--- config.mk ---
export PLATFORM = sky130hd
export DESIGN_NAME = pump_guard_timer_controller
export DESIGN_NICKNAME = d
export VERILOG_FILES = /design/src/hdl/pgtc_pkg.sv /design/src/hdl/pump_guard_timer_controller.sv
export SDC_FILE = /design/constraint.sdc
export NUM_CORES = 1
export LEC_CHECK = 0
export ABC_AREA = 1
export BUFFER_PORTS_ARGS = -buffer_cell sky130_fd_sc_hd__buf_4
export CAP_MARGIN = 25
export CORE_MARGIN = 3
export CORE_UTILIZATION = 50
export CTS_BUF_LIST = sky130_fd_sc_hd__clkbuf_4 sky130_fd_sc_hd__clkbuf_8
export CTS_CLUSTER_DIAMETER = 200
export DETAILED_ROUTE_END_ITERATION = 12
export PLACE_DENSITY = 0.74
export SLEW_MARGIN = 20
export SYNTH_ARGS = -nofsm -noshare
export SYNTH_HDL_FRONTEND = slang
export SYNTH_SLANG_ARGS = --single-unit
--- constraint.sdc ---
create_clock -name clk -period 5.4 [get_ports clk]
set_clock_uncertainty 0.2 [all_clocks]
set_input_delay 1.08 -clock clk [delete_from_list [all_inputs] [get_ports clk]]
set_output_delay 1.08 -clock clk [all_outputs]
set_load 0.02 [all_outputs]
--- src/hdl/pgtc_pkg.sv ---
`timescale 1ns / 1ps
`default_nettype none
// ----------------------------------------------------------------------------
// pgtc_pkg
// Codes and constants shared by the pump guard timer controller.
// ----------------------------------------------------------------------------
package pgtc_pkg;

  localparam int CMD_W    = 2;
  localparam int STATUS_W = 3;
  localparam int OUT_TIME_W = 24;
  localparam int DEBOUNCE_W = 16;
  localparam int COOLDOWN_W = 24;
  localparam int MAX_RUN_W  = 24;
  localparam int ADDR_W     = 4;
  localparam int REG_IDX_W  = 2;

  localparam logic [CMD_W-1:0] CMD_TICK  = 2'd0;
  localparam logic [CMD_W-1:0] CMD_SET   = 2'd1;
  localparam logic [CMD_W-1:0] CMD_RESET = 2'd2;

  localparam logic [STATUS_W-1:0] ST_OK          = 3'd0;
  localparam logic [STATUS_W-1:0] ST_DEBOUNCED   = 3'd1;
  localparam logic [STATUS_W-1:0] ST_LOCK_REJECT = 3'd2;
  localparam logic [STATUS_W-1:0] ST_COOL_REJECT = 3'd3;
  localparam logic [STATUS_W-1:0] ST_TRIP        = 3'd4;
  localparam logic [STATUS_W-1:0] ST_CLEARED     = 3'd5;

  localparam logic [REG_IDX_W-1:0] REG_DEBOUNCE = 2'd0;
  localparam logic [REG_IDX_W-1:0] REG_COOLDOWN = 2'd1;
  localparam logic [REG_IDX_W-1:0] REG_MAX_RUN  = 2'd2;

  localparam logic [DEBOUNCE_W-1:0] DEBOUNCE_RST = 16'd500;
  localparam logic [COOLDOWN_W-1:0] COOLDOWN_RST = 24'd60000;
  localparam logic [MAX_RUN_W-1:0]  MAX_RUN_RST  = 24'd600000;
  localparam logic [OUT_TIME_W-1:0] OUT_TIME_MAX = 24'hFFFFFF;

  typedef struct packed {
    logic                  alarm_clear;
    logic                  alarm_raise;
    logic [OUT_TIME_W-1:0] run_time_ms;
    logic [STATUS_W-1:0]   status;
    logic                  lockout;
    logic                  relay_on;
  } result_t;

endpackage
`default_nettype wire

--- src/hdl/pump_guard_timer_controller.sv ---
`timescale 1ns / 1ps
`default_nettype none
// ----------------------------------------------------------------------------
// pump_guard_timer_controller
// Guards a pump relay: debounce, cooldown and a run-time watchdog with lockout.
// ----------------------------------------------------------------------------
// Every input word is a tick (tuser 0), a set command (tuser 1, tdata[0] asks
// for on) or a lockout reset (tuser 2); each produces exactly one result word.
// The whole decision is one pass of compare and saturating-increment logic
// from the accepted word into the state and output registers, so a new word
// is taken every cycle while the output register is empty or being drained.
// Counters are TIME_BITS wide and saturate; the reported run time saturates
// at 24 bits. Registers (APB, byte address 4*i): debounce_ms, cooldown_ms,
// max_run_ms.
module pump_guard_timer_controller #(
  parameter int TIME_BITS = 24
) (
  input  wire logic        clk,
  input  wire logic        rst,
  input  wire logic        s_tvalid,
  output logic             s_tready,
  input  wire logic [7:0]  s_tdata,   // [0] turn_on, [7:1] zero
  input  wire logic [1:0]  s_tuser,   // [1:0] cmd
  output logic             m_tvalid,
  input  wire logic        m_tready,
  output logic [31:0]      m_tdata,   // [0] relay_on, [1] lockout, [4:2] status,
                                      // [28:5] run_time_ms, [29] alarm_raise,
                                      // [30] alarm_clear, [31] zero
  input  wire logic        psel,
  input  wire logic        penable,
  input  wire logic        pwrite,
  input  wire logic [3:0]  paddr,
  input  wire logic [31:0] pwdata,
  output logic [31:0]      prdata,
  output logic             pready
);

  localparam int CMP_W = (TIME_BITS > 24) ? TIME_BITS : 24;
  localparam logic [TIME_BITS-1:0] TIME_MAX = {TIME_BITS{1'b1}};

  logic [pgtc_pkg::DEBOUNCE_W-1:0] debounce_ms;
  logic [pgtc_pkg::COOLDOWN_W-1:0] cooldown_ms;
  logic [pgtc_pkg::MAX_RUN_W-1:0]  max_run_ms;

  logic                 running, running_next;
  logic                 timeout_latched, timeout_latched_next;
  logic [TIME_BITS-1:0] run_elapsed, run_elapsed_next;
  logic [TIME_BITS-1:0] since_stop, since_stop_next;
  logic [TIME_BITS-1:0] since_command, since_command_next;

  pgtc_pkg::result_t result, result_next;

  logic                            accept;
  logic                            cfg_write;
  logic [pgtc_pkg::REG_IDX_W-1:0]  reg_idx;
  logic [pgtc_pkg::CMD_W-1:0]      cmd;
  logic                            turn_on;
  logic [TIME_BITS-1:0]            run_inc, stop_inc, cmd_inc;
  logic [CMP_W-1:0]                run_ext;
  logic [pgtc_pkg::STATUS_W-1:0]   status;
  logic                            raise, clear;

  assign pready    = 1'b1;
  assign reg_idx   = paddr[3:2];
  assign cfg_write = psel && penable && pwrite && pready;

  always_comb begin
    unique case (reg_idx)
      pgtc_pkg::REG_DEBOUNCE: prdata = 32'(debounce_ms);
      pgtc_pkg::REG_COOLDOWN: prdata = 32'(cooldown_ms);
      pgtc_pkg::REG_MAX_RUN:  prdata = 32'(max_run_ms);
      default:                prdata = 32'd0;
    endcase
  end

  always_ff @(posedge clk) begin
    if (rst) begin
      debounce_ms <= pgtc_pkg::DEBOUNCE_RST;
      cooldown_ms <= pgtc_pkg::COOLDOWN_RST;
      max_run_ms  <= pgtc_pkg::MAX_RUN_RST;
    end else if (cfg_write) begin
      unique case (reg_idx)
        pgtc_pkg::REG_DEBOUNCE: debounce_ms <= pwdata[pgtc_pkg::DEBOUNCE_W-1:0];
        pgtc_pkg::REG_COOLDOWN: cooldown_ms <= pwdata[pgtc_pkg::COOLDOWN_W-1:0];
        pgtc_pkg::REG_MAX_RUN:  max_run_ms  <= pwdata[pgtc_pkg::MAX_RUN_W-1:0];
        default: ;
      endcase
    end
  end

  assign s_tready = !m_tvalid || m_tready;
  assign accept   = s_tvalid && s_tready;
  assign cmd      = s_tuser;
  assign turn_on  = s_tdata[0];

  assign run_inc  = (run_elapsed   == TIME_MAX) ? run_elapsed   : run_elapsed   + 1'b1;
  assign stop_inc = (since_stop    == TIME_MAX) ? since_stop    : since_stop    + 1'b1;
  assign cmd_inc  = (since_command == TIME_MAX) ? since_command : since_command + 1'b1;

  always_comb begin
    running_next         = running;
    timeout_latched_next = timeout_latched;
    run_elapsed_next     = run_elapsed;
    since_stop_next      = since_stop;
    since_command_next   = since_command;
    status               = pgtc_pkg::ST_OK;
    raise                = 1'b0;
    clear                = 1'b0;
    case (cmd)
      pgtc_pkg::CMD_TICK: begin
        run_elapsed_next   = run_inc;
        since_stop_next    = stop_inc;
        since_command_next = cmd_inc;
        if (running && (CMP_W'(run_inc) >= CMP_W'(max_run_ms))) begin
          running_next         = 1'b0;
          since_stop_next      = '0;
          timeout_latched_next = 1'b1;
          status               = pgtc_pkg::ST_TRIP;
          raise                = 1'b1;
        end
      end
      pgtc_pkg::CMD_SET: begin
        if (CMP_W'(since_command) < CMP_W'(debounce_ms)) begin
          status = pgtc_pkg::ST_DEBOUNCED;
        end else if (turn_on && timeout_latched) begin
          status = pgtc_pkg::ST_LOCK_REJECT;
        end else if (turn_on && !running &&
                     (CMP_W'(since_stop) < CMP_W'(cooldown_ms))) begin
          status = pgtc_pkg::ST_COOL_REJECT;
        end else begin
          since_command_next = '0;
          if (turn_on && !running) begin
            running_next     = 1'b1;
            run_elapsed_next = '0;
          end else if (!turn_on && running) begin
            running_next    = 1'b0;
            since_stop_next = '0;
          end
        end
      end
      pgtc_pkg::CMD_RESET: begin
        if (timeout_latched) begin
          timeout_latched_next = 1'b0;
          status               = pgtc_pkg::ST_CLEARED;
          clear                = 1'b1;
        end
      end
      default: ;
    endcase

    run_ext = running_next ? CMP_W'(run_elapsed_next) : '0;
    result_next.relay_on    = running_next;
    result_next.lockout     = timeout_latched_next;
    result_next.status      = status;
    result_next.run_time_ms = (run_ext > CMP_W'(pgtc_pkg::OUT_TIME_MAX)) ?
                              pgtc_pkg::OUT_TIME_MAX : run_ext[pgtc_pkg::OUT_TIME_W-1:0];
    result_next.alarm_raise = raise;
    result_next.alarm_clear = clear;
  end

  always_ff @(posedge clk) begin
    if (rst) begin
      running         <= 1'b0;
      timeout_latched <= 1'b0;
      run_elapsed     <= '0;
      since_stop      <= '0;
      since_command   <= '0;
      m_tvalid        <= 1'b0;
    end else begin
      if (accept) begin
        running         <= running_next;
        timeout_latched <= timeout_latched_next;
        run_elapsed     <= run_elapsed_next;
        since_stop      <= since_stop_next;
        since_command   <= since_command_next;
        m_tvalid        <= 1'b1;
      end else if (m_tready) begin
        m_tvalid <= 1'b0;
      end
    end
  end

  always_ff @(posedge clk) begin
    if (accept) begin
      result <= result_next;
    end
  end

  assign m_tdata = {1'b0, result};

  a_raise_trip: assert property (@(posedge clk) disable iff (rst)
    m_tvalid && result.alarm_raise |->
      result.status == pgtc_pkg::ST_TRIP && result.lockout && !result.relay_on)
    else $error("alarm raise without trip and lockout");

  a_clear_unlocks: assert property (@(posedge clk) disable iff (rst)
    m_tvalid && result.alarm_clear |-> !result.lockout && !timeout_latched)
    else $error("alarm clear with lockout still latched");

  a_stopped_zero: assert property (@(posedge clk) disable iff (rst)
    m_tvalid && !result.relay_on |-> result.run_time_ms == '0)
    else $error("run time reported while stopped");

  a_state_follows: assert property (@(posedge clk) disable iff (rst)
    accept |=> running == result.relay_on && timeout_latched == result.lockout)
    else $error("result word disagrees with held state");

endmodule
`default_nettype wire
==> impl_results.md, run 1 <==
* Clock-pin slew on the worst setup and hold paths at 0.09 ns
* Total power at 2880 uW
* Crit share post-route at 0.785
* P_sw at 802 uW
* Startpoint Class: register
* Synth Flop Type: dfxtp_1
* Max Fanout on Critical Path at 26
* Syn Inst Count at 1568
* Post-synthesis cell area at 11000 um2
* Final Hold Viols at 0
* Reg2reg start: run_elapsed[0]
* Status: finished, final reports clean
* Min Tclk post-route at 4.24 ns
* Peak supply drop at 0.155 mV
* Synth area leaders: dfxtp_1, nand2_1, edfxtp_1, ha_1, inv_1
* Diode count at 0
* RSZ-0062 raised after global routing: no
* Slew headroom at 0.358
* Worst Setup End Kind: register
* H-tree depth at 4
* Clk Latency, worst-skew pair at 0.47 ns
* Dpl cell area at 11800 um2
* Ratio of cells with drive above 1 in the final layout at 0.134
* P per Cell Area at 235 nW/um2
* Arrival time worst endpoint at 4.36 ns
* Switching share of power at 0.278
* Fillers at 2070
* CTS resizes at 0
* Final Setup Violations at 0
* Largest net degree at the start of global routing at 65
* Clk sinks at 170
* Max Clk Rate at 236 MHz
* Post-DRT Antenna Nets at 0
* Top-area cell type share of the netlist area at 0.252
* Flop pwr share at 0.476
* Total number of vias at 10400
* Root buffer cell: clkbuf_8
* Nets at 1743
* GR Util met3 at 0.0436
* Global route overflow at 0
* Async set-or-reset flop fraction in the synthesized netlist at 0
* EDFF count, synth at 31
* Final HPWL DP at 21800 um
* I/O Buffers at 92
* Pleak at 0.00549 uW
* Router iterations before antenna repair at 6
* Hold Slack at 0.295 ns
* RePlAce Congestion at 0.939
* Synth cell types at 50
* Number of global-route vias before repair at 9496
* CTS Buf Count at 17
* Crit. Startpoint: run_elapsed[0]
* M1 GR Usage at 0.331
* Sequential cell area fraction in the yosys report at 0.337
* Gate power share at 0.144
* Internal at 2080 uW
* I/O Pins at 120
* Global-route usage over all layers at 0.249
* Core ar. at 21400 um2
* Clock tree from TritonCTS: yes
* Finished Cell Area at 12300 um2
* Leading area contributor after synthesis: dfxtp_1
* First-pass GRT wire length at 48200 um
* Crit Path Category: reg2reg
* Gr busiest metal: met2
* WL per Instance at 15.7 um
* Max_cap viols at 0
* HP Class: reg2reg
* Grt met2 use at 0.407
* #FFs+latches synth at 170
* Wirelength, routed at 30000 um
* Setup Buffers After CTS at 0
* DRC errors left at 0
* Hold Startpoint: cooldown_ms[10]
* CP required at 5.52 ns
* Final slew viol count at 0
* Die area at 23900 um2
* Max clock buf depth at 2
* DIE HEIGHT at 154 um
* Hold Buf Count CTS at 0
* Setup TNS at 0 ns
* Avg Cell Area, Syn at 7.03 um2
* Clock Power Share at 0.380
* Initial antenna violation count at 1
* Initial drt markers at 775
* # rows at 53
* Vias per cell at 5.41
* Ys Warns at 0
* Initial Utilization at 0.516
* Layout area overhead at 11.1%
* Die W at 154 um
* Least-Margin Pin Slew at 0.963 ns
[sequential cells by signal, indices dropped and copies added (netlist names)]
| name | cells |
|---|---|
| since_command | 24 |
| debounce_ms | 16 |
| running | 1 |
| max_run_ms | 24 |
| since_stop | 24 |
| run_elapsed | 24 |
| timeout_latched | 1 |
| cooldown_ms | 24 |
| m_tvalid | 1 |
| m_tdata | 31 |
[layer usage]
layer | routed length [um] | share of wire
met1 | 13400 | 0.45
met2 | 13900 | 0.46
met3 | 1810 | 0.060
met4 | 907 | 0.030
met5 | 13 | 0.00043
[power by group through the flow]
stage | Clock [uW] | Combinational [uW] | Sequential (uW)
finish | 1100 | 415 | 1370
detailed placement | 0 | 410 | 1400
floorplan | 0 | 265 | 1410
global route | 1150 | 460 | 1380
global placement | 0 | 401 | 1400
CTS | 1110 | 412 | 1370
[path summary, 6_finish.rpt]
check                    endpoint  depth (start not counted)  slack [ns]
setup / recovery    since_stop[4]                         18        1.16
hold reg to reg   cooldown_ms[10]                          2        0.29
hold / removal    cooldown_ms[10]                          2        0.29
setup reg to reg    since_stop[4]                         18        1.16
[critical path: stages, from the launching register on]
cell and delay (ns):
dfxtp_1 0.47, ha_1 0.28, nand3_1 0.18, inv_1 0.11, nand2_2 0.08, nor3b_4 0.26
nand2_4 0.25, nand2_1 0.25, ha_1 0.27, a21oi_1 0.12, o21ai_0 0.09, a21oi_1 0.24
nand4_1 0.21, nand2_2 0.45, nand2_4 0.12, nand2_8 0.19, inv_4 0.14, nand2_1 0.11
a21oi_2 0.05
[per-stage QoR]
step / setup slack (ns) / cells / util
detailed placement: 1.23 / 1881 / 0.551
CTS: 1.21 / 1913 / 0.574
global route: 0.820 / 1913 / 0.574
global placement: 1.26 / 1880 / 0.550
finish: 1.16 / 1913 / 0.574
floorplan: 2.02 / 1576 / -
[cells in the final DEF (no fill, tap or decap), drive strengths merged]
| cell | instances |
|---|---|
| clkbuf | 22 |
| bufinv | 5 |
| nand2 | 405 |
| and2 | 14 |
| buf | 100 |
| o221ai | 15 |
| nor2 | 158 |
| xnor2 | 5 |
| or2 | 3 |
| inv | 206 |
| nand3 | 88 |
| edfxtp | 31 |
| o21bai | 2 |
| clkinv | 4 |
| nand4 | 23 |
| o22ai | 9 |
| nor4 | 7 |
| and3 | 2 |
| o21ai | 72 |
| dfxtp | 139 |
| nor2b | 1 |
| nor3b | 4 |
| a21o | 2 |
| clkinvlp | 1 |
| a22oi | 3 |
| a21oi | 138 |
| conb | 10 |
| ha | 65 |
| o211ai | 23 |
| o21a | 1 |
| a21boi | 1 |
| nor3 | 29 |
| xor2 | 50 |
[area by class of cell]
cell class,instances,area (um2),area share
multi-input cells,1130,6180,0.504
flip-flops and latches,170,3710,0.303
inverters,206,777,0.0634
repair buffers,100,763,0.0623
well taps,275,344,0.0281
clock buffers,22,297,0.0242
clock inverters,10,184,0.0150
[cell families (layout without fill, tap and decap cells)]
logic type / after synthesis / count (layout) / share of synthesized area
other: 2 / 10 / 0.000681
AOI/OAI and AO/OA: 266 / 266 / 0.141
adders and majority gates: 65 / 65 / 0.0738
DFF: 170 / 170 / 0.337
and+or+nand+nor: 734 / 734 / 0.298
xor gates and xnor gates: 55 / 55 / 0.0437
buffers and inverters: 276 / 338 / 0.106
[cell usage after synthesis (23+ instances only)]
| cell type | count |
|---|---|
| nand2_1 | 390 |
| inv_1 | 192 |
| nor2_1 | 143 |
| dfxtp_1 | 139 |
| a21oi_1 | 117 |
| nand3_1 | 79 |
| o21ai_0 | 66 |
| ha_1 | 65 |
| xor2_1 | 50 |
| clkbuf_1 | 39 |
| edfxtp_1 | 31 |
| nor3_1 | 24 |
| o211ai_1 | 23 |
Note: power is estimated with default switching activity, not from simulation.
==> run 2: changes to the inputs <==
--- a/config.mk
+++ b/config.mk
@@ -5,7 +5,7 @@
 export SDC_FILE = /design/constraint.sdc
 export NUM_CORES = 1
 export LEC_CHECK = 0
-export ABC_AREA = 1
+export ABC_AREA = 0
 export BUFFER_PORTS_ARGS = -buffer_cell sky130_fd_sc_hd__buf_4
 export CAP_MARGIN = 25
 export CORE_MARGIN = 3
==> constraint.sdc (replaced) <==
create_clock -name clk -period 4.1 [get_ports clk]
set_clock_uncertainty 0.2 [all_clocks]
set_input_delay 0.82 -clock clk [delete_from_list [all_inputs] [get_ports clk]]
set_output_delay 0.82 -clock clk [all_outputs]
set_load 0.02 [all_outputs]
==> run 2 against run 1 <==
  * Synthesized area fell by 6.4%
  * Highest routed layer is now met4
  * Die area fell by 6.1%
  * Non-clock buffer count rose by 85
  * Routed wire length rose by 4.7%
  * Largest power group unchanged
  * Register-to-register slack got worse by 1.0 ns
  * Critical path type unchanged
  * Critical endpoint is now m_tdata[27]
==> impl_results.md, run 2 <==
* Die area at 22400 um2
* I/O Buffers at 92
* EDFF count, synth at 31
* DIE HEIGHT at 150 um
* Layout area overhead at 21.0%
* Final HPWL DP at 22100 um
* H-tree depth at 4
* Worst Setup End Kind: register
* Slew headroom at 0.280
* Most common cell after layout, fill and taps aside: nand2_1
* Total number of vias at 10300
* Clk sinks at 170
* Pleak at 0.00479 uW
* Clock tree from TritonCTS: yes
* Crit share post-route at 0.973
* Initial antenna violation count at 0
* Synth Flop Type: dfxtp_1
* Vias per cell at 6.06
* Synth area leaders: dfxtp_1, edfxtp_1, ha_1, nand2_1, a21oi_1
* Commonest cells after routing, fill and taps aside: nand2_1, buf_4, dfxtp_1
* Post-synthesis mux area share at 0.0165
* Nets at 1534
* Clk Latency, worst-skew pair at 0.48 ns
* Crit Path Category: reg2reg
* Initial Utilization at 0.520
* Hold Slack at 0.277 ns
* Router iterations before antenna repair at 10
* Number of global-route vias before repair at 9292
* Post-DRT Antenna Nets at 0
* Final design utilization at 0.629
* Sequential cell area fraction in the yosys report at 0.360
* Initial drt markers at 1066
* Max Clk Rate at 251 MHz
* RePlAce Congestion at 0.916
* Cell with the most instances after synthesis: nand2_1
* Final slew viol count at 0
* Least-Margin Pin Slew at 1.08 ns
* HP Class: reg2reg
* Fillers at 1701
* Startpoint Class: register
* Global-route usage over all layers at 0.270
* Core ar. at 19800 um2
* Wirelength, routed at 31400 um
* Min Tclk post-route at 3.99 ns
* Async set-or-reset flop fraction in the synthesized netlist at 0
* Main combinational cell family by area after synthesis: simple AND/OR/NAND/NOR gates
* Clock-pin slew on the worst setup and hold paths at 0.10 ns
* Global route overflow at 0
* Syn Inst Count at 1287
* Final Hold Viols at 0
* Adder-cell share of the synthesized area at 0.0788
* Diode count at 0
* Leading area contributor after synthesis: dfxtp_1
* I/O Pins at 120
* Peak supply drop at 0.199 mV
* Avg Cell Area, Syn at 8.02 um2
* P per Cell Area at 263 nW/um2
* Die W at 150 um
* Synth Area in Simple Gates at 0.229
* Synth cell types at 74
* Max FFs per register at 31
* R2R setup slack at 0.11 ns
* Post-synthesis compound-gate area fraction at 0.219
* Ys Warns at 0
* Max_cap viols at 0
* XOR/XNOR share of the synthesized area at 0.0280
* RSZ-0062 raised after global routing: yes
* CTS Buf Count at 17
* Largest net degree at the start of global routing at 62
* First-pass GRT wire length at 48200 um
* # rows at 51
* Final Setup Violations at 0
* #FFs+latches synth at 170
* Status: finished, final reports clean
* Top-area cell type share of the netlist area at 0.270
* Max Fanout on Critical Path at 11
* CP required at 4.23 ns
* Root buffer cell: clkbuf_8
* Total power at 3280 uW
* Ratio of cells with drive above 1 in the final layout at 0.199
* Post-synthesis cell area at 10300 um2
* WL per Instance at 18.6 um
* Max clock buf depth at 2
* Post-synth top cells: nand2_1, dfxtp_1, a21oi_1, inv_1, nor2_1
* Arrival time worst endpoint at 4.12 ns
* DRC errors left at 0
[run 2: changes by cell type after synthesis, sizes merged, moves of 37 or more]
| cell | before | now |
|---|---|---|
| inv | 203 | 87 |
| nand2 | 405 | 199 |
| nand3 | 88 | 51 |
| nor2 | 158 | 77 |
| xor2 | 50 | 13 |
[run 2: timing repair]
| action | in CTS | in global routing |
|---|---|---|
| resized for setup | 8 | 62 |
| gates cloned | 0 | 3 |
| hold buffers | 0 | 0 |
| setup endpoints to repair | 26 | 52 |
| buffers inserted | 0 | 10 |
| pin swaps | 1 | 25 |
[run 2: kinds of logic (layout without fill, tap and decap cells)]
kind of cell / after synthesis / after routing
AO/OA/AOI/OAI: 339 / 339
XOR/XNOR: 33 / 33
buffers and inverters: 170 / 304
other: 2 / 10
adder cells (fa/ha/maj): 65 / 65
AND/OR/NAND/NOR: 491 / 491
multiplexers: 17 / 17
flip-flops: 170 / 170
[run 2: layout make-up]
cell class / count / area [um2] / area share
sequential: 170 / 3720 / 0.298
multi-input combinational: 955 / 6290 / 0.504
clock inverter: 15 / 173 / 0.0138
inverter: 87 / 327 / 0.0261
timing repair buffer: 185 / 1420 / 0.114
clock buffer: 17 / 234 / 0.0187
tap: 265 / 332 / 0.0266
[run 2: worst paths after layout]
check,startpoint,to,cells past startpoint
max,run_elapsed[0],m_tdata[27],17
min,cooldown_ms[1],cooldown_ms[1],2
max reg2reg,run_elapsed[0],m_tdata[27],17
min reg2reg,cooldown_ms[1],cooldown_ms[1],2
[run 2: through the flow]
stage / worst slack, ns / instance area (um2) / TNS, ns / std cells
4_1_cts: 0.00328 / 12100 / 0 / 1682
5_1_grt: -0.0918 / 12500 / -2.24 / 1694
3_3_place_gp: -0.0320 / 11600 / -0.103 / 1650
2_1_floorplan: 0.00502 / 10400 / 0 / 1295
3_5_place_dp: -0.0996 / 11600 / -0.636 / 1650
6_report: 0.109 / 12500 / 0 / 1694
[run 2: worst max-delay path: stages, from the launching register on]
cell and delay (ns):
dfxtp_2 0.35, ha_4 0.16, and2_4 0.16, and4_4 0.20, a2111oi_4 0.28, buf_4 0.21
and3_4 0.23, xnor2_4 0.14, ha_4 0.24, buf_4 0.12, a21o_1 0.18, a21o_1 0.19
a21oi_2 0.21, o211ai_1 0.14, o21ai_2 0.25, nand3_1 0.24, buf_4 0.25, nor2_1 0.12
[run 2: report_power, final]
group	leakage (uW)	internal, uW	switching [uW]
sequential	0.00144	1720	14.2
clock	0.000203	466	743
combinational	0.00315	114	224
total	0.00479	2300	981
[run 2: routing by layer]
layer | track usage | vias to the layer above | routed length (um)
li1 | - | 4907 | -
met2 | 0.435 | 448 | 14700
met3 | 0.0494 | 64 | 2740
met1 | 0.370 | 4850 | 13200
met5 | 0 | - | 0
met4 | 0.0828 | 0 | 749
